## config.mk

```make
export PLATFORM = sky130hd
export DESIGN_NAME = kv_text_command_parser
export DESIGN_NICKNAME = d
export VERILOG_FILES = /design/src/hdl/kvp_pkg.sv /design/src/hdl/kvp_front.sv /design/src/hdl/kvp_queue.sv /design/src/hdl/kvp_back.sv /design/src/hdl/kv_text_command_parser.sv
export SDC_FILE = /design/constraint.sdc
export NUM_CORES = 1
export LEC_CHECK = 0
export BUFFER_PORTS_ARGS = -buffer_cell sky130_fd_sc_hd__buf_2
export CAP_MARGIN = 20
export CORE_ASPECT_RATIO = 0.7
export CORE_MARGIN = 4
export CORE_UTILIZATION = 30
export CTS_CLUSTER_SIZE = 12
export DETAILED_ROUTE_END_ITERATION = 8
export SLEW_MARGIN = 5
export SYNTH_ARGS = -nofsm -noshare
export SYNTH_HDL_FRONTEND = slang
export SYNTH_HIERARCHICAL = 1
export SYNTH_SLANG_ARGS = --single-unit
```

## constraint.sdc

```tcl
create_clock -name clk_i -period 23.9 [get_ports clk_i]
set_input_delay 4.78 -clock clk_i [delete_from_list [all_inputs] [get_ports clk_i]]
set_output_delay 4.78 -clock clk_i [all_outputs]
set_load 0.02 [all_outputs]
```

## src/hdl/kvp_pkg.sv

```systemverilog
// ----------------------------------------------------------------------------
// kvp_pkg: shared types and constants of the get/set text parser
// Byte class word handed from the front end to the execute stage, result
// word, status and command codes, character codes and hash constants.
// ----------------------------------------------------------------------------
`default_nettype none

package kvp_pkg;

  typedef enum logic [1:0] {
    ST_CONT = 2'd0,
    ST_DONE = 2'd1,
    ST_BAD  = 2'd2,
    ST_OVFL = 2'd3
  } status_e;

  typedef enum logic [1:0] {
    CMD_UNKNOWN = 2'd0,
    CMD_GET     = 2'd1,
    CMD_SET     = 2'd2
  } cmd_e;

  localparam logic [7:0] CH_G_UP  = 8'h47;
  localparam logic [7:0] CH_G_LO  = 8'h67;
  localparam logic [7:0] CH_S_UP  = 8'h53;
  localparam logic [7:0] CH_S_LO  = 8'h73;
  localparam logic [7:0] CH_SPACE = 8'h20;
  localparam logic [7:0] CH_CR    = 8'h0d;
  localparam logic [7:0] CH_LF    = 8'h0a;

  localparam logic [31:0] FNV_BASIS = 32'd2166136261;
  localparam logic [31:0] FNV_PRIME = 32'd16777619;

  localparam logic [7:0] SEP_MAX = 8'd255;
  localparam logic [7:0] SET_END = 8'd5;

  localparam int unsigned KEY_LEN_W = 9;
  localparam int unsigned VAL_LEN_W = 11;

  // one classified request byte
  typedef struct packed {
    logic [7:0] data;
    logic       restart;
    logic       is_get;
    logic       is_set;
    logic       is_space;
    logic       is_cr;
    logic       is_lf;
  } front_word_t;

  // one result word
  typedef struct packed {
    status_e              status;
    cmd_e                 command;
    logic [31:0]          key_hash;
    logic [KEY_LEN_W-1:0] key_length;
    logic [VAL_LEN_W-1:0] value_length;
    logic                 key_write;
    logic                 value_write;
  } result_t;

endpackage

`default_nettype wire

```

## src/hdl/kvp_front.sv

```systemverilog
// ----------------------------------------------------------------------------
// kvp_front: byte classifier
// Decodes command letters and separators of each incoming byte so the
// execute stage gets single-bit classes beside the byte itself.
// ----------------------------------------------------------------------------
`default_nettype none

module kvp_front (
  input  wire logic               in_valid_i,
  input  wire logic [7:0]         in_data_i,
  input  wire logic               in_restart_i,
  output logic                    in_ready_o,
  output logic                    push_o,
  output kvp_pkg::front_word_t    word_o,
  input  wire logic               queue_full_i
);

  assign in_ready_o = !queue_full_i;
  assign push_o     = in_valid_i && !queue_full_i;

  always_comb begin
    word_o.data     = in_data_i;
    word_o.restart  = in_restart_i;
    word_o.is_get   = (in_data_i == kvp_pkg::CH_G_UP) || (in_data_i == kvp_pkg::CH_G_LO);
    word_o.is_set   = (in_data_i == kvp_pkg::CH_S_UP) || (in_data_i == kvp_pkg::CH_S_LO);
    word_o.is_space = (in_data_i == kvp_pkg::CH_SPACE);
    word_o.is_cr    = (in_data_i == kvp_pkg::CH_CR);
    word_o.is_lf    = (in_data_i == kvp_pkg::CH_LF);
  end

endmodule

`default_nettype wire

```

## src/hdl/kvp_queue.sv

```systemverilog
// ----------------------------------------------------------------------------
// kvp_queue: two-entry word queue
// Decouples the classifier from the execute stage; full throughput with
// simultaneous push and pop.
// ----------------------------------------------------------------------------
`default_nettype none

module kvp_queue (
  input  wire logic                 clk_i,
  input  wire logic                 rst_ni,
  input  wire logic                 push_i,
  input  wire kvp_pkg::front_word_t push_word_i,
  output logic                      full_o,
  input  wire logic                 pop_i,
  output logic                      valid_o,
  output kvp_pkg::front_word_t      pop_word_o
);

  kvp_pkg::front_word_t slot_q [2];
  logic       wr_ptr_q, wr_ptr_d;
  logic       rd_ptr_q, rd_ptr_d;
  logic [1:0] cnt_q, cnt_d;

  assign full_o     = (cnt_q == 2'd2);
  assign valid_o    = (cnt_q != 2'd0);
  assign pop_word_o = slot_q[rd_ptr_q];

  always_comb begin
    wr_ptr_d = push_i ? !wr_ptr_q : wr_ptr_q;
    rd_ptr_d = pop_i  ? !rd_ptr_q : rd_ptr_q;
    cnt_d    = cnt_q;
    if (push_i && !pop_i) begin
      cnt_d = cnt_q + 2'd1;
    end else if (pop_i && !push_i) begin
      cnt_d = cnt_q - 2'd1;
    end
  end

  always_ff @(posedge clk_i or negedge rst_ni) begin
    if (!rst_ni) begin
      wr_ptr_q <= 1'b0;
      rd_ptr_q <= 1'b0;
      cnt_q    <= 2'd0;
    end else begin
      wr_ptr_q <= wr_ptr_d;
      rd_ptr_q <= rd_ptr_d;
      cnt_q    <= cnt_d;
    end
  end

  always_ff @(posedge clk_i) begin
    if (push_i) begin
      slot_q[wr_ptr_q] <= push_word_i;
    end
  end

endmodule

`default_nettype wire

```

## src/hdl/kvp_back.sv

```systemverilog
// ----------------------------------------------------------------------------
// kvp_back: parser execute stage
// Runs the command/key/value FSM one word per cycle unless stalled, writes the
// key and value stores, updates the FNV-1a hash and holds the result word.
// ----------------------------------------------------------------------------
`default_nettype none

module kvp_back #(
  parameter int unsigned KEY_DEPTH   = 256,
  parameter int unsigned VALUE_DEPTH = 1024
) (
  input  wire logic                 clk_i,
  input  wire logic                 rst_ni,
  input  wire logic                 word_valid_i,
  input  wire kvp_pkg::front_word_t word_i,
  output logic                      pop_o,
  output logic                      res_valid_o,
  output kvp_pkg::result_t          res_o,
  input  wire logic                 res_ready_i
);

  localparam int unsigned KCW = $clog2(KEY_DEPTH + 1);
  localparam int unsigned VCW = $clog2(VALUE_DEPTH + 1);
  localparam int unsigned KAW = $clog2(KEY_DEPTH);
  localparam int unsigned VAW = $clog2(VALUE_DEPTH);
  localparam logic [KCW-1:0] KEY_FULL = KCW'(KEY_DEPTH);
  localparam logic [VCW-1:0] VAL_FULL = VCW'(VALUE_DEPTH);

  localparam logic PH_CMD = 1'b0;
  localparam logic PH_KEY = 1'b1;

  logic            phase_q, phase_d;
  logic [7:0]      sep_q, sep_d;
  kvp_pkg::cmd_e   cmd_q, cmd_d;
  logic [KCW-1:0]  kcnt_q, kcnt_d;
  logic [VCW-1:0]  vcnt_q, vcnt_d;
  logic [31:0]     hash_q, hash_d;

  logic [7:0]      key_mem_q [KEY_DEPTH];
  logic [7:0]      val_mem_q [VALUE_DEPTH];

  logic            res_valid_q, res_valid_d;
  kvp_pkg::result_t res_q, res_d;

  // state as seen by this word, after an optional restart
  logic            cur_phase;
  logic [7:0]      cur_sep;
  kvp_pkg::cmd_e   cur_cmd;
  logic [KCW-1:0]  cur_kcnt;
  logic [VCW-1:0]  cur_vcnt;
  logic [31:0]     cur_hash;

  logic [31:0]     hash_base;
  logic [31:0]     hash_mix;
  logic [31:0]     hash_prod;
  logic [7:0]      sep_sp;
  logic [7:0]      sep_lf;
  logic            want_key, want_val;
  logic            key_we, val_we;
  kvp_pkg::status_e status;
  logic [KCW+kvp_pkg::KEY_LEN_W-1:0] kcnt_ext;
  logic [VCW+kvp_pkg::VAL_LEN_W-1:0] vcnt_ext;

  assign pop_o = word_valid_i && (!res_valid_q || res_ready_i);

  always_comb begin
    if (word_i.restart) begin
      cur_phase = PH_CMD;
      cur_sep   = 8'd0;
      cur_cmd   = kvp_pkg::CMD_UNKNOWN;
      cur_kcnt  = '0;
      cur_vcnt  = '0;
      cur_hash  = '0;
    end else begin
      cur_phase = phase_q;
      cur_sep   = sep_q;
      cur_cmd   = cmd_q;
      cur_kcnt  = kcnt_q;
      cur_vcnt  = vcnt_q;
      cur_hash  = hash_q;
    end
  end

  // hash update: one constant multiply per key byte, byte sign-extended
  assign hash_base = (cur_kcnt == '0) ? kvp_pkg::FNV_BASIS : cur_hash;
  assign hash_mix  = hash_base ^ {{24{word_i.data[7]}}, word_i.data};
  assign hash_prod = hash_mix * kvp_pkg::FNV_PRIME;

  always_comb begin
    phase_d  = cur_phase;
    sep_d    = cur_sep;
    cmd_d    = cur_cmd;
    kcnt_d   = cur_kcnt;
    vcnt_d   = cur_vcnt;
    hash_d   = cur_hash;
    status   = kvp_pkg::ST_CONT;
    want_key = 1'b0;
    want_val = 1'b0;
    key_we   = 1'b0;
    val_we   = 1'b0;
    sep_sp   = cur_sep;
    sep_lf   = cur_sep;

    unique case (cur_phase)
      PH_CMD: begin
        if (cur_sep == 8'd0) begin
          if (word_i.is_get) begin
            cmd_d = kvp_pkg::CMD_GET;
            sep_d = 8'd1;
          end else if (word_i.is_set) begin
            cmd_d = kvp_pkg::CMD_SET;
            sep_d = 8'd1;
          end else begin
            status = kvp_pkg::ST_BAD;
          end
        end else if (cur_sep == 8'd1) begin
          if (word_i.is_space) begin
            sep_d   = 8'd0;
            phase_d = PH_KEY;
          end
        end else begin
          status = kvp_pkg::ST_BAD;
        end
      end
      PH_KEY: begin
        hash_d = hash_base;
        if ((cur_cmd == kvp_pkg::CMD_GET) && (cur_sep == 8'd0)) begin
          if (word_i.is_space || word_i.is_cr) begin
            status = kvp_pkg::ST_DONE;
          end else begin
            want_key = 1'b1;
          end
        end else if (cur_cmd == kvp_pkg::CMD_SET) begin
          if (word_i.is_space && (cur_sep != kvp_pkg::SEP_MAX)) begin
            sep_sp = cur_sep + 8'd1;
          end
          sep_d = sep_sp;
          if (sep_sp != 8'd2) begin
            want_key = (sep_sp == 8'd0);
            want_val = 1'b1;
          end
        end else begin
          status = kvp_pkg::ST_BAD;
        end

        if ((want_key && (cur_kcnt >= KEY_FULL)) || (want_val && (cur_vcnt >= VAL_FULL))) begin
          status = kvp_pkg::ST_OVFL;
        end else begin
          if (want_key) begin
            key_we = 1'b1;
            kcnt_d = cur_kcnt + KCW'(1);
            hash_d = hash_prod;
          end
          if (want_val) begin
            val_we = 1'b1;
            vcnt_d = cur_vcnt + VCW'(1);
            if (word_i.is_lf) begin
              sep_lf = (sep_sp != kvp_pkg::SEP_MAX) ? sep_sp + 8'd1 : sep_sp;
              sep_d  = sep_lf;
              if (sep_lf == kvp_pkg::SET_END) begin
                status = kvp_pkg::ST_DONE;
              end
            end
          end
        end
      end
      default: begin
        status = kvp_pkg::ST_BAD;
      end
    endcase
  end

  assign kcnt_ext = {{kvp_pkg::KEY_LEN_W{1'b0}}, kcnt_d};
  assign vcnt_ext = {{kvp_pkg::VAL_LEN_W{1'b0}}, vcnt_d};

  always_comb begin
    res_d.status       = status;
    res_d.command      = cmd_d;
    res_d.key_hash     = hash_d;
    res_d.key_length   = kcnt_ext[kvp_pkg::KEY_LEN_W-1:0];
    res_d.value_length = vcnt_ext[kvp_pkg::VAL_LEN_W-1:0];
    res_d.key_write    = key_we;
    res_d.value_write  = val_we;
    if (pop_o) begin
      res_valid_d = 1'b1;
    end else if (res_ready_i) begin
      res_valid_d = 1'b0;
    end else begin
      res_valid_d = res_valid_q;
    end
  end

  always_ff @(posedge clk_i or negedge rst_ni) begin
    if (!rst_ni) begin
      phase_q     <= PH_CMD;
      sep_q       <= 8'd0;
      cmd_q       <= kvp_pkg::CMD_UNKNOWN;
      kcnt_q      <= '0;
      vcnt_q      <= '0;
      hash_q      <= '0;
      res_valid_q <= 1'b0;
    end else begin
      res_valid_q <= res_valid_d;
      if (pop_o) begin
        // any nonzero status ends the request
        if (status != kvp_pkg::ST_CONT) begin
          phase_q <= PH_CMD;
          sep_q   <= 8'd0;
          cmd_q   <= kvp_pkg::CMD_UNKNOWN;
          kcnt_q  <= '0;
          vcnt_q  <= '0;
          hash_q  <= '0;
        end else begin
          phase_q <= phase_d;
          sep_q   <= sep_d;
          cmd_q   <= cmd_d;
          kcnt_q  <= kcnt_d;
          vcnt_q  <= vcnt_d;
          hash_q  <= hash_d;
        end
      end
    end
  end

  always_ff @(posedge clk_i) begin
    if (pop_o) begin
      res_q <= res_d;
    end
  end

  always_ff @(posedge clk_i) begin
    if (pop_o && key_we) begin
      key_mem_q[cur_kcnt[KAW-1:0]] <= word_i.data;
    end
  end

  always_ff @(posedge clk_i) begin
    if (pop_o && val_we) begin
      val_mem_q[cur_vcnt[VAW-1:0]] <= word_i.data;
    end
  end

  assign res_valid_o = res_valid_q;
  assign res_o       = res_q;

endmodule

`default_nettype wire

```

## src/hdl/kv_text_command_parser.sv

```systemverilog
// ----------------------------------------------------------------------------
// kv_text_command_parser: streaming get/set request parser
// Takes one request byte per word, tracks command, key and value phases,
// hashes the key (FNV-1a, 32 bit) and reports one status word per byte.
// ----------------------------------------------------------------------------
//
//  channel  dir  tdata                          tuser
//  s_axis   in   [7:0] data_byte                [0] restart
//  m_axis   out  [31:0] key_hash, [40:32]       [1:0] status, [3:2] command
//                key_length, [51:41] value_len,
//                [52] key_write, [53] value_write
//
// Rate: one word in and one word out per clock sustained while m_axis_tready_i
//   stays high; each result passes the queue slot, then the result register.
// The hash loop does one 32-bit constant multiply per key byte.
// Reset: rst_ni clears parser state, queue and result valid; the stores hold
//   no reset and are only written.
// Stalls: a two-word queue lets the input keep flowing while the result
//   register waits; s_axis_tready_o drops only when the queue is full.
//
`default_nettype none

module kv_text_command_parser #(
  parameter int unsigned KEY_DEPTH   = 256,
  parameter int unsigned VALUE_DEPTH = 1024
) (
  input  wire logic        clk_i,
  input  wire logic        rst_ni,
  input  wire logic        s_axis_tvalid_i,
  output logic             s_axis_tready_o,
  input  wire logic [7:0]  s_axis_tdata_i,   // [7:0] data_byte
  input  wire logic [0:0]  s_axis_tuser_i,   // [0] restart
  output logic             m_axis_tvalid_o,
  input  wire logic        m_axis_tready_i,
  output logic [55:0]      m_axis_tdata_o,   // [31:0] key_hash, [40:32] key_length,
                                             // [51:41] value_length, [52] key_write,
                                             // [53] value_write, [55:54] zero
  output logic [3:0]       m_axis_tuser_o    // [1:0] status, [3:2] command
);

  kvp_pkg::front_word_t fr_word;
  kvp_pkg::front_word_t q_word;
  kvp_pkg::result_t     res;
  logic fr_push;
  logic q_full;
  logic q_valid;
  logic q_pop;

  // classify each byte on the way in
  kvp_front u_front (
    .in_valid_i   (s_axis_tvalid_i),
    .in_data_i    (s_axis_tdata_i),
    .in_restart_i (s_axis_tuser_i[0]),
    .in_ready_o   (s_axis_tready_o),
    .push_o       (fr_push),
    .word_o       (fr_word),
    .queue_full_i (q_full)
  );

  kvp_queue u_queue (
    .clk_i       (clk_i),
    .rst_ni      (rst_ni),
    .push_i      (fr_push),
    .push_word_i (fr_word),
    .full_o      (q_full),
    .pop_i       (q_pop),
    .valid_o     (q_valid),
    .pop_word_o  (q_word)
  );

  kvp_back #(
    .KEY_DEPTH   (KEY_DEPTH),
    .VALUE_DEPTH (VALUE_DEPTH)
  ) u_back (
    .clk_i        (clk_i),
    .rst_ni       (rst_ni),
    .word_valid_i (q_valid),
    .word_i       (q_word),
    .pop_o        (q_pop),
    .res_valid_o  (m_axis_tvalid_o),
    .res_o        (res),
    .res_ready_i  (m_axis_tready_i)
  );

  // pack result word onto the master side
  assign m_axis_tdata_o = {2'b00, res.value_write, res.key_write, res.value_length,
                           res.key_length, res.key_hash};
  assign m_axis_tuser_o = {res.command, res.status};

`ifndef SYNTHESIS
  // a stored key byte never comes with an error status
  a_kw_no_err: assert property (@(posedge clk_i) disable iff (!rst_ni)
    (m_axis_tvalid_o && res.key_write) |->
      (res.status != kvp_pkg::ST_OVFL) && (res.status != kvp_pkg::ST_BAD))
    else $error("key write reported with error status");

  // completion needs a known command
  a_done_cmd: assert property (@(posedge clk_i) disable iff (!rst_ni)
    (m_axis_tvalid_o && (res.status == kvp_pkg::ST_DONE)) |->
      (res.command != kvp_pkg::CMD_UNKNOWN))
    else $error("request complete without command");

  // value bytes are only stored for a set
  a_vw_set: assert property (@(posedge clk_i) disable iff (!rst_ni)
    (m_axis_tvalid_o && res.value_write) |-> (res.command == kvp_pkg::CMD_SET))
    else $error("value write outside set");

  // a queue pop with the result stalled would drop a word
  a_no_drop: assert property (@(posedge clk_i) disable iff (!rst_ni)
    (m_axis_tvalid_o && !m_axis_tready_i) |-> !q_pop)
    else $error("execute stage advanced while result stalled");
`endif

endmodule

`default_nettype wire

```

# Yosys cells after proc, flatten, opt, wreduce, memory -nomap -nowiden
# Memory sizes are Yosys's and may differ from the RTL's.
# Index checks and enable logic that the tools add are counted.
[word_totals]
register_bits = 126
mem_bits_rw = 28
in_bits = 13
output_inout_bits = 62
elab_cells = 147
memories = 1
[mem_list]
columns = ["name", "words", "word_bits", "rd", "rd_ports_with_merged_regs", "wr", "line", "rtl"]
rows = [
  ["u_queue.slot_q", 2, 14, 1, 0, 1, "kvp_queue.sv:19", "kvp_pkg::front_word_t slot_q [2];"],
]
[classes]
add_sub_neg = 6
mul = 1
n_lt_le_gt_ge = 2
n_eq_ne = 15
n_mux = 76
n_bitwise = 2
n_reduce_logical = 27
[op_table]
columns = ["cell", "n"]
rows = [
  ["$mux W32", 6],
  ["$mux W8", 18],
  ["$mux W11", 5],
  ["$mux W9", 5],
  ["$mux W2", 18],
  ["$eq A8 B7 Y1 const B", 4],
  ["$mul A32 B25 Y32 const B", 1],
  ["$xor A32 B32 Y32", 1],
  ["$mux W1", 22],
  ["$add A8 B1 Y8 const B", 2],
  ["$eq A8 B4 Y1 const B", 2],
  ["$logic_not A8 Y1", 2],
  ["$ne A8 B8 Y1 const B", 2],
  ["$pmux W8 S2", 1],
  ["$add A11 B1 Y11 const B", 1],
  ["$ge A11 B11 Y1 const B", 1],
  ["$add A9 B1 Y9 const B", 1],
  ["$ge A9 B9 Y1 const B", 1],
  ["$logic_not A9 Y1", 1],
  ["$eq A8 B1 Y1 const B", 1],
  ["$eq A8 B3 Y1 const B", 1],
  ["$eq A8 B6 Y1 const B", 1],
  ["$logic_and A1 B1 Y1", 8],
  ["$ne A8 B2 Y1 const B", 1],
  ["10 further kinds", 23],
]

# Depth between registers and ports, before layout
# Gate-level depths: netlist (run 1).
# An unclocked memory read counts as a cell.
[depth]
word_depth = 21
mapped_depth = 36
depth_no_buf = 29

# Cells and area by module
# The synthesis (run 1) kept the hierarchy.
[modules_own_cells]
columns = ["module", "instances", "cells_per_inst", "area_each_um2", "seq_area_each_um2"]
rows = [
  ["kvp_back", 1, 1274, 12419.4, 3343.2],
  ["kvp_queue", 1, 60, 1252.5, 940.9],
  ["kvp_front", 1, 22, 173.9, 0.0],
  ["kv_text_command_parser", 1, 3, 18.8, 0.0],
]

# Least setup slack after synthesis (run 1)
# Ideal clock, no wire load.
[synth_path]
kind = "reg-to-reg"
from = "register u_queue.rd_ptr_q"
to = "register u_back.res_q (netlist bit u_back/res_o[51]), data pin"
setup_ns = 0.267
arrival_time_ns = 7.533
required_time_ns = 23.633
slack_ns = 16.100
stages_incl_launch_ff = 34
path_buffers = 6
period_less_slack_ns = 7.800
path_cell_list = "dfrtp_1 -> buf_6 -> mux2_2 -> buf_2 -> buf_4 -> clkbuf_1 -> clkbuf_1 -> nor2b_1 -> inv_1 -> ha_1 -> a31oi_1 -> clkbuf_1 -> nand2_1 -> xnor2_1 -> ha_1 -> ha_1 -> fa_1 -> ha_1 -> fa_1 -> ha_1 -> inv_1 -> fa_1 -> inv_1 -> ha_1 -> nand4_1 -> nor2_1 -> o211ai_1 -> a31o_2 -> a221o_1 -> o21ba_2 -> o21ai_0 -> xor2_1 -> a22oi_1 -> nor2_1"
[synth_lines]
columns = ["item", "line", "rtl"]
rows = [
  ["from (decl)", "kvp_queue.sv:21", "logic rd_ptr_q, rd_ptr_d;"],
  ["from (signal assigned)", "kvp_queue.sv:46", "rd_ptr_q <= rd_ptr_d;"],
  ["to (signal assigned)", "kvp_back.sv:227", "res_q <= res_d;"],
  ["to (decl)", "kvp_back.sv:43", "kvp_pkg::result_t res_q, res_d;"],
]

==> run summary, run 1 <==
status: finished, final reports clean
Seq/Total Area, Yosys: 30.9%
Post-Synthesis Cells: 1359
routed vias: 10200
mapped cell area: 0.0139 mm^2
vias in the first global route: 10100
crit-path max FO: 51
cts bufs inserted: 17
post-synthesis mux area share: 2.06%
critical path arrival: 9.19 ns
crit end category: flip-flop
register area: 0.00428 mm^2
Hold Path Class: reg -> reg
Fin Hold WS: 0.482 ns
# Post-CTS Setup Buffers: 0
Ant. Diodes: 0
RSZ-0062 raised after global routing: no
Final Core Density: 33.9%
worst skew pair latency: 0.46 ns
Max Fclk: 111 MHz
Initial DRT Pass Iterations: 5
main combinational cell family by area after synthesis: adder cells
Final Max Tran Viols: 0
WL/cell: 18.4 um
H-tree Lvls: 4
number of synthesis warnings: 6
max_slew headroom: 33.5%
max-cap viol count: 0
largest net degree at the start of global routing: 69
Area growth, synth to finish: 11.0%
predominant post-synthesis flop cell: edfxtp_1
syn avg cell area: 10.2 um^2
CTS clock-pin slew for the worst setup and hold paths: 0.07 ns
die area: 0.0498 mm^2
EDFF count, synth: 86
crit path time final: 9.01 ns
total negative slack: 0 ns
Sink Count: 154
CTS resizes: 0
# rows: 65
drt via density: 5.04
adder-cell share of the synthesized area: 26.9%
Compound-Gate Fraction of Synth Area: 13.0%
CORE AREA: 0.0454 mm^2
Die Y: 188 um
final hold violations: 0
Layout Nets: 1672
CP Class: reg -> reg
Final GP Congestion: 0.906
share of layout cells above drive strength 1: 11.2%
multi-input logic area: 0.00854 mm^2
Final Skew: 0.0168 ns
Fill cells: 4596
IO buf count: 72
Simple-Gate Fraction of Synth Area: 11.7%
Ports: 75
final worst path period share: 37.7%
first-pass GRT wire length: 59.1 mm
Final Setup Violations: 0
Die W: 265 um
CTS max path bufs: 2
root buffer cell: clkbuf_16
XOR/XNOR share of the synthesized area: 7.71%
hold buffers post-CTS: 0
# DRC: 0
total gr overflow: 0
GRT Overall Usage: 15.0%
Slew @ Worst Pin: 0.994 ns
CTS tree: yes
post-route antenna net violation count: 0
CP Data Required Time: 24.09 ns
ys async rst share: 44.2%
Setup crit start kind: flip-flop
first-iteration detailed-routing DRC count: 851
Seq cells post-synth: 154
initial core utilization: 30.6%
DRT Wirelength: 37.1 mm
Yosys cell types: 87
antenna violations before repair: 1
HPWL Detailed: 28.2 mm
==> placed cells by master, fill, tap and decap left out, types with 17 or more instances in the layout <==
cell,n
ha_1,180
and2_1,21
nand2_1,77
o21ai_0,45
xor2_1,43
a21oi_1,33
nor2_1,74
a22o_1,47
edfxtp_1,86
buf_2,71
nand3_1,21
fa_1,74
dfrtp_1,68
clkbuf_16,17
inv_1,193
xnor2_1,79
nor2b_1,23
==> path summary, 6_finish.rpt <==
check / startpoint / endpoint / slack [ns] / cells past startpoint
worst max-delay path: u_queue/rd_ptr_q / u_back/res_o[51] / 14.89 / 27
worst min-delay path: u_queue/cnt_q[1] / u_queue/cnt_q[1] / 0.48 / 1
worst max register to register: u_queue/rd_ptr_q / u_back/res_o[51] / 14.89 / 27
worst min register to register: u_queue/cnt_q[1] / u_queue/cnt_q[1] / 0.48 / 1
max in group asynchronous: rst_ni / u_back/hash_q[4] / 19.10 / 2
min in group asynchronous: rst_ni / u_back/vcnt_q[4] / 4.20 / 1
==> cells in the mapped netlist, types with 8 or more instances <==
| cell | number | area [um^2] |
|---|---|---|
| inv_1 | 194 | 728 |
| ha_1 | 180 | 2250 |
| edfxtp_1 | 86 | 2580 |
| xnor2_1 | 79 | 692 |
| nand2_1 | 78 | 293 |
| fa_1 | 74 | 1480 |
| nor2_1 | 74 | 278 |
| dfrtp_1 | 68 | 1700 |
| a22o_1 | 47 | 412 |
| o21ai_0 | 45 | 225 |
| xor2_1 | 43 | 377 |
| a21oi_1 | 33 | 165 |
| clkbuf_1 | 27 | 101 |
| nor2b_1 | 23 | 144 |
| and2_1 | 21 | 131 |
| nand3_1 | 21 | 105 |
| buf_4 | 16 | 120 |
| a22oi_1 | 14 | 105 |
| a21o_1 | 12 | 90.1 |
| nand2b_1 | 12 | 75.1 |
| nand4_1 | 12 | 75.1 |
| nor3_1 | 11 | 55.1 |
| a221oi_1 | 9 | 78.8 |
| and3_1 | 9 | 56.3 |
| mux2_4 | 9 | 135 |
| buf_2 | 8 | 40.0 |
| mux2_2 | 8 | 90.1 |
==> cell families after synthesis <==
kind of cell	count (synthesis)
other cells	1
simple gates	307
compound gates	245
flops	154
buf+inv	253
xor+xnor	122
mux	23
fa+ha+maj	254
==> layout make-up <==
| type | count | share of cell area (%) |
|---|---|---|
| multi-input combinational | 953 | 55.5 |
| timing repair buffer | 84 | 3.07 |
| clock inverter | 15 | 1.17 |
| tap | 603 | 4.90 |
| inverter | 195 | 4.76 |
| clock buffer | 17 | 2.76 |
| sequential | 154 | 27.8 |
==> flip-flops by register name, indices dropped and copies added (netlist names) <==
register,count
u_back/kcnt_q,9
u_back/res_o,58
u_back/phase_q,1
u_back/hash_q,32
u_back/res_valid_o,1
u_queue/slot_q,28
u_queue/wr_ptr_q,1
u_queue/rd_ptr_q,1
u_queue/cnt_q,2
u_back/cmd_q,2
u_back/sep_q,8
u_back/vcnt_q,11
==> metrics by stage <==
step | std cells | setup slack [ns] | cell area (um^2)
6_report | 2021 | 14.89 | 15400
5_1_grt | 2021 | 14.43 | 15400
4_1_cts | 2020 | 14.91 | 15400
3_5_place_dp | 1988 | 14.95 | 14800
3_3_place_gp | 1988 | 15.18 | 14800
2_1_floorplan | 1360 | 16.10 | 13900
==> metal layers <==
metal	GRT usage [%]	vias up	wire length (um)
met3	3.70	19	3000
met2	20.2	344	14600
met4	2.80	0	296
met5	0	-	0
met1	24.1	5022	19200
li1	-	4807	-
==> critical path, cell delays in order, from the launching register on <==
cell      delay (ns)
dfrtp_1         0.86
mux2_4          0.71
nor2b_1         0.16
inv_1           0.09
ha_1            0.16
nand2b_1        0.42
a21boi_0        0.30
xnor2_1         0.69
ha_1            0.37
ha_1            0.31
fa_1            0.49
ha_1            0.22
fa_1            0.48
ha_1            0.29
inv_1           0.05
fa_1            0.52
inv_1           0.04
ha_1            0.38
nand4_1         0.16
nor2_1          0.17
o211ai_1        0.27
a31o_2          0.35
a221o_1         0.39
o21ba_2         0.25
o21ai_0         0.20
xor2_1          0.09
a22oi_1         0.22
nor2_1          0.06
Power of run 1 is left out: the tool's default activity adds up to more than one toggle a clock period on the data nets, which glitch-free logic cannot reach.
==> run 2, diff against run 1 <==
Settings changed: ABC_AREA set to 1.
Clock period 23.9 ns to 7.9 ns, I/O delays scaled along.
==> run 2 against run 1 <==
  * Clock skew fell by 0.0032 ns
  * Count of clock-buffer cells in the layout rose by 2
  * Fmax rose by 20%
  * Final cell count rose by 29%
  * Highest routed layer unchanged
==> run summary, run 2 <==
total gr overflow: 0 (unchanged)
Ports: 75 (unchanged)
Post-Synthesis Cells: 1871 (was 1359)
Die W: 276 um (was 265 um)
top cells by area, synth: edfxtp_1, ha_1, dfrtp_1 (unchanged)
CTS tree: yes (unchanged)
Final GP Congestion: 0.951 (was 0.906)
CTS max path bufs: 2 (unchanged)
Die Y: 196 um (was 188 um)
Final Skew: 0.0135 ns (was 0.0168 ns)
worst setup path startpoint: u_queue/rd_ptr_q (unchanged)
IO buf count: 72 (unchanged)
top-area cell type share of the netlist area: 17.1% (was 18.6%)
number of synthesis warnings: 6 (unchanged)
CP Data Required Time: 8.27 ns (was 24.09 ns)
HPWL Detailed: 34.4 mm (was 28.2 mm)
vias in the first global route: 12000 (was 10100)
crit path time final: 7.53 ns (was 9.01 ns)
initial core utilization: 30.5% (was 30.6%)
Initial DRT Pass Iterations: 6 (was 5)
total negative slack: 0 ns (unchanged)
antenna violations before repair: 3 (was 1)
syn avg cell area: 8.08 um^2 (was 10.2 um^2)
CTS clock-pin slew for the worst setup and hold paths: 0.06 ns (was 0.07 ns)
crit-path max FO: 19 (was 51)
CP Class: reg -> reg (unchanged)
Setup crit start kind: flip-flop (unchanged)
crit path to: u_back/hash_q[30] (was u_back/res_o[51])
predominant post-synthesis flop cell: edfxtp_1 (unchanged)
cell with the largest stage delay on the worst path: fa_1 (was dfrtp_1)
# DRC: 0 (unchanged)
most frequent cells in the layout: nand2_1, inv_1, ha_1, nand3_1, nor2_1 (was inv_1, ha_1, edfxtp_1, xnor2_1, nand2_1)
Fin Hold WS: 0.481 ns (was 0.482 ns)
register area: 0.00428 mm^2 (unchanged)
largest area contributor in the netlist: edfxtp_1 (unchanged)
Layout Nets: 2187 (was 1672)
drt via density: 4.89 (was 5.04)
Fill cells: 5203 (was 4596)
Yosys cell types: 55 (was 87)
Hold Path Class: reg -> reg (unchanged)
first-pass GRT wire length: 69.3 mm (was 59.1 mm)
Crit path depth: 35 (was 27)
Max Fclk: 133 MHz (was 111 MHz)
largest net degree at the start of global routing: 67 (was 69)
post-route antenna net violation count: 0 (unchanged)
H-tree Lvls: 4 (unchanged)
Area growth, synth to finish: 11.2% (was 11.0%)
GRT Overall Usage: 16.1% (was 15.0%)
die area: 0.0541 mm^2 (was 0.0498 mm^2)
crit end category: flip-flop (unchanged)
routed vias: 12700 (was 10200)
Worst path max stage delay: 0.53 ns (was 0.86 ns)
max-cap viol count: 0 (unchanged)
Slew @ Worst Pin: 1.05 ns (was 0.994 ns)
most frequent cell after synthesis: nand2_1 (was inv_1)
# rows: 68 (was 65)
commonest non-fill, non-tap cell in the layout: nand2_1 (was inv_1)
worst hold start: u_queue/cnt_q[1] (unchanged)
cts bufs inserted: 17 (unchanged)
share of layout cells above drive strength 1: 11.5% (was 11.2%)
RSZ-0062 raised after global routing: no (unchanged)
DRT Wirelength: 43.7 mm (was 37.1 mm)
first-iteration detailed-routing DRC count: 1214 (was 851)
multi-input logic area: 0.00940 mm^2 (was 0.00854 mm^2)
EDFF count, synth: 86 (unchanged)
Synth top cells by count: nand2_1, inv_1, ha_1 (was inv_1, ha_1, edfxtp_1)
Ant. Diodes: 0 (unchanged)
final worst path period share: 95.3% (was 37.7%)
status: finished, final reports clean (unchanged)
CORE AREA: 0.0496 mm^2 (was 0.0454 mm^2)
Seq/Total Area, Yosys: 28.3% (was 30.9%)
WP buf/inv: 10 (was 3)
reg-to-reg setup timing slack: 0.37 ns (was 14.89 ns)
reg2reg end: u_back/hash_q[30] (was u_back/res_o[51])
root buffer cell: clkbuf_16 (unchanged)
r2r startpoint: u_queue/rd_ptr_q (unchanged)
max reg flops: 58 (unchanged)
worst skew pair latency: 0.44 ns (was 0.46 ns)
critical path arrival: 7.90 ns (was 9.19 ns)
ys async rst share: 44.2% (unchanged)
cell family with most CP delay: adder cells (unchanged)
final hold violations: 0 (unchanged)
worst reg-to-reg path cell count: 35 (was 27)
max_slew headroom: 29.9% (was 33.5%)
Final Max Tran Viols: 0 (unchanged)
Final Setup Violations: 0 (unchanged)
WL/cell: 16.8 um (was 18.4 um)
Sink Count: 154 (unchanged)
mapped cell area: 0.0151 mm^2 (was 0.0139 mm^2)
Seq cells post-synth: 154 (unchanged)
-- run 2: cell count changes in the layout (fill, tap and decap cells not counted), moves of 36 or more --
cell and change:
nand3_1 +144, nand2_1 +366, a22o_1 -47, a21oi_1 +36, nor2_1 +48, inv_1 +84, xnor2_1 -51
-- run 2: cells by family (layout without fill, tap and decap cells) --
family	after synthesis	after routing	synth area share [%]
and+or+nand+nor	816	816	23.7
buffers and inverters	360	421	10.1
adders and majority gates	254	254	24.7
AOI/OAI and AO/OA	184	184	6.74
DFF	154	154	28.3
xor gates and xnor gates	88	88	5.15
muxes	14	14	1.27
other	1	2	0.0248
-- run 2: worst reg2reg max path: cells and delay by family (launching register included) --
family / cells / cell delay (ns)
compound gates: 2 / 0.40
flops: 1 / 0.38
xor+xnor: 1 / 0.26
mux: 1 / 0.33
buf+inv: 10 / 1.05
simple gates: 13 / 1.78
fa+ha+maj: 8 / 3.27
-- run 2: how the worst min path moves through the flow --
stage | end | slack (ns) | cells after the start
after floorplan | u_queue/cnt_q[1] | 0.44 | 2
after global placement | u_queue/cnt_q[1] | 0.45 | 2
after detailed placement | u_queue/cnt_q[1] | 0.46 | 2
after CTS | u_queue/cnt_q[1] | 0.48 | 2
after global routing | u_queue/cnt_q[1] | 0.51 | 2
final | u_queue/cnt_q[1] | 0.48 | 2
-- run 2: timing repair --
action                                  4_1_cts  5_1_grt
endpoints found under the setup margin        0       19
gates resized for setup                       0       16
hold buffers                                  0        0
setup buffers                                 0        2
-- run 2: metrics by stage --
step                setup WS, ns  area (um^2)  std cells  util [%]
finish                     0.372        16800       2598      33.9
global route              0.0262        16800       2598      33.9
CTS                       0.0264        16700       2596      33.7
detailed placement        0.0759        16100       2564      32.4
floorplan                  0.434        15100       1872         -
global placement           0.186        16100       2563      32.4
-- run 2: routing by layer --
layer | GRT usage, % | part of all wire (%) | vias up
met4 | 2.22 | 0.91 | 0
li1 | - | - | 6127
met2 | 22.1 | 39 | 463
met1 | 25.5 | 52 | 6079
met3 | 4.04 | 8.5 | 26
met5 | 0 | 0 | -
-- run 2: layout make-up --
type / instances / share of cell area, %
multi-input cells: 1358 / 55.9
flip-flops and latches: 154 / 25.5
inverters: 291 / 6.54
well taps: 665 / 4.95
clock inverters: 13 / 1.02
clock buffers: 19 / 2.70
repair buffers: 98 / 3.41
Power of run 2 is left out for the same reason.
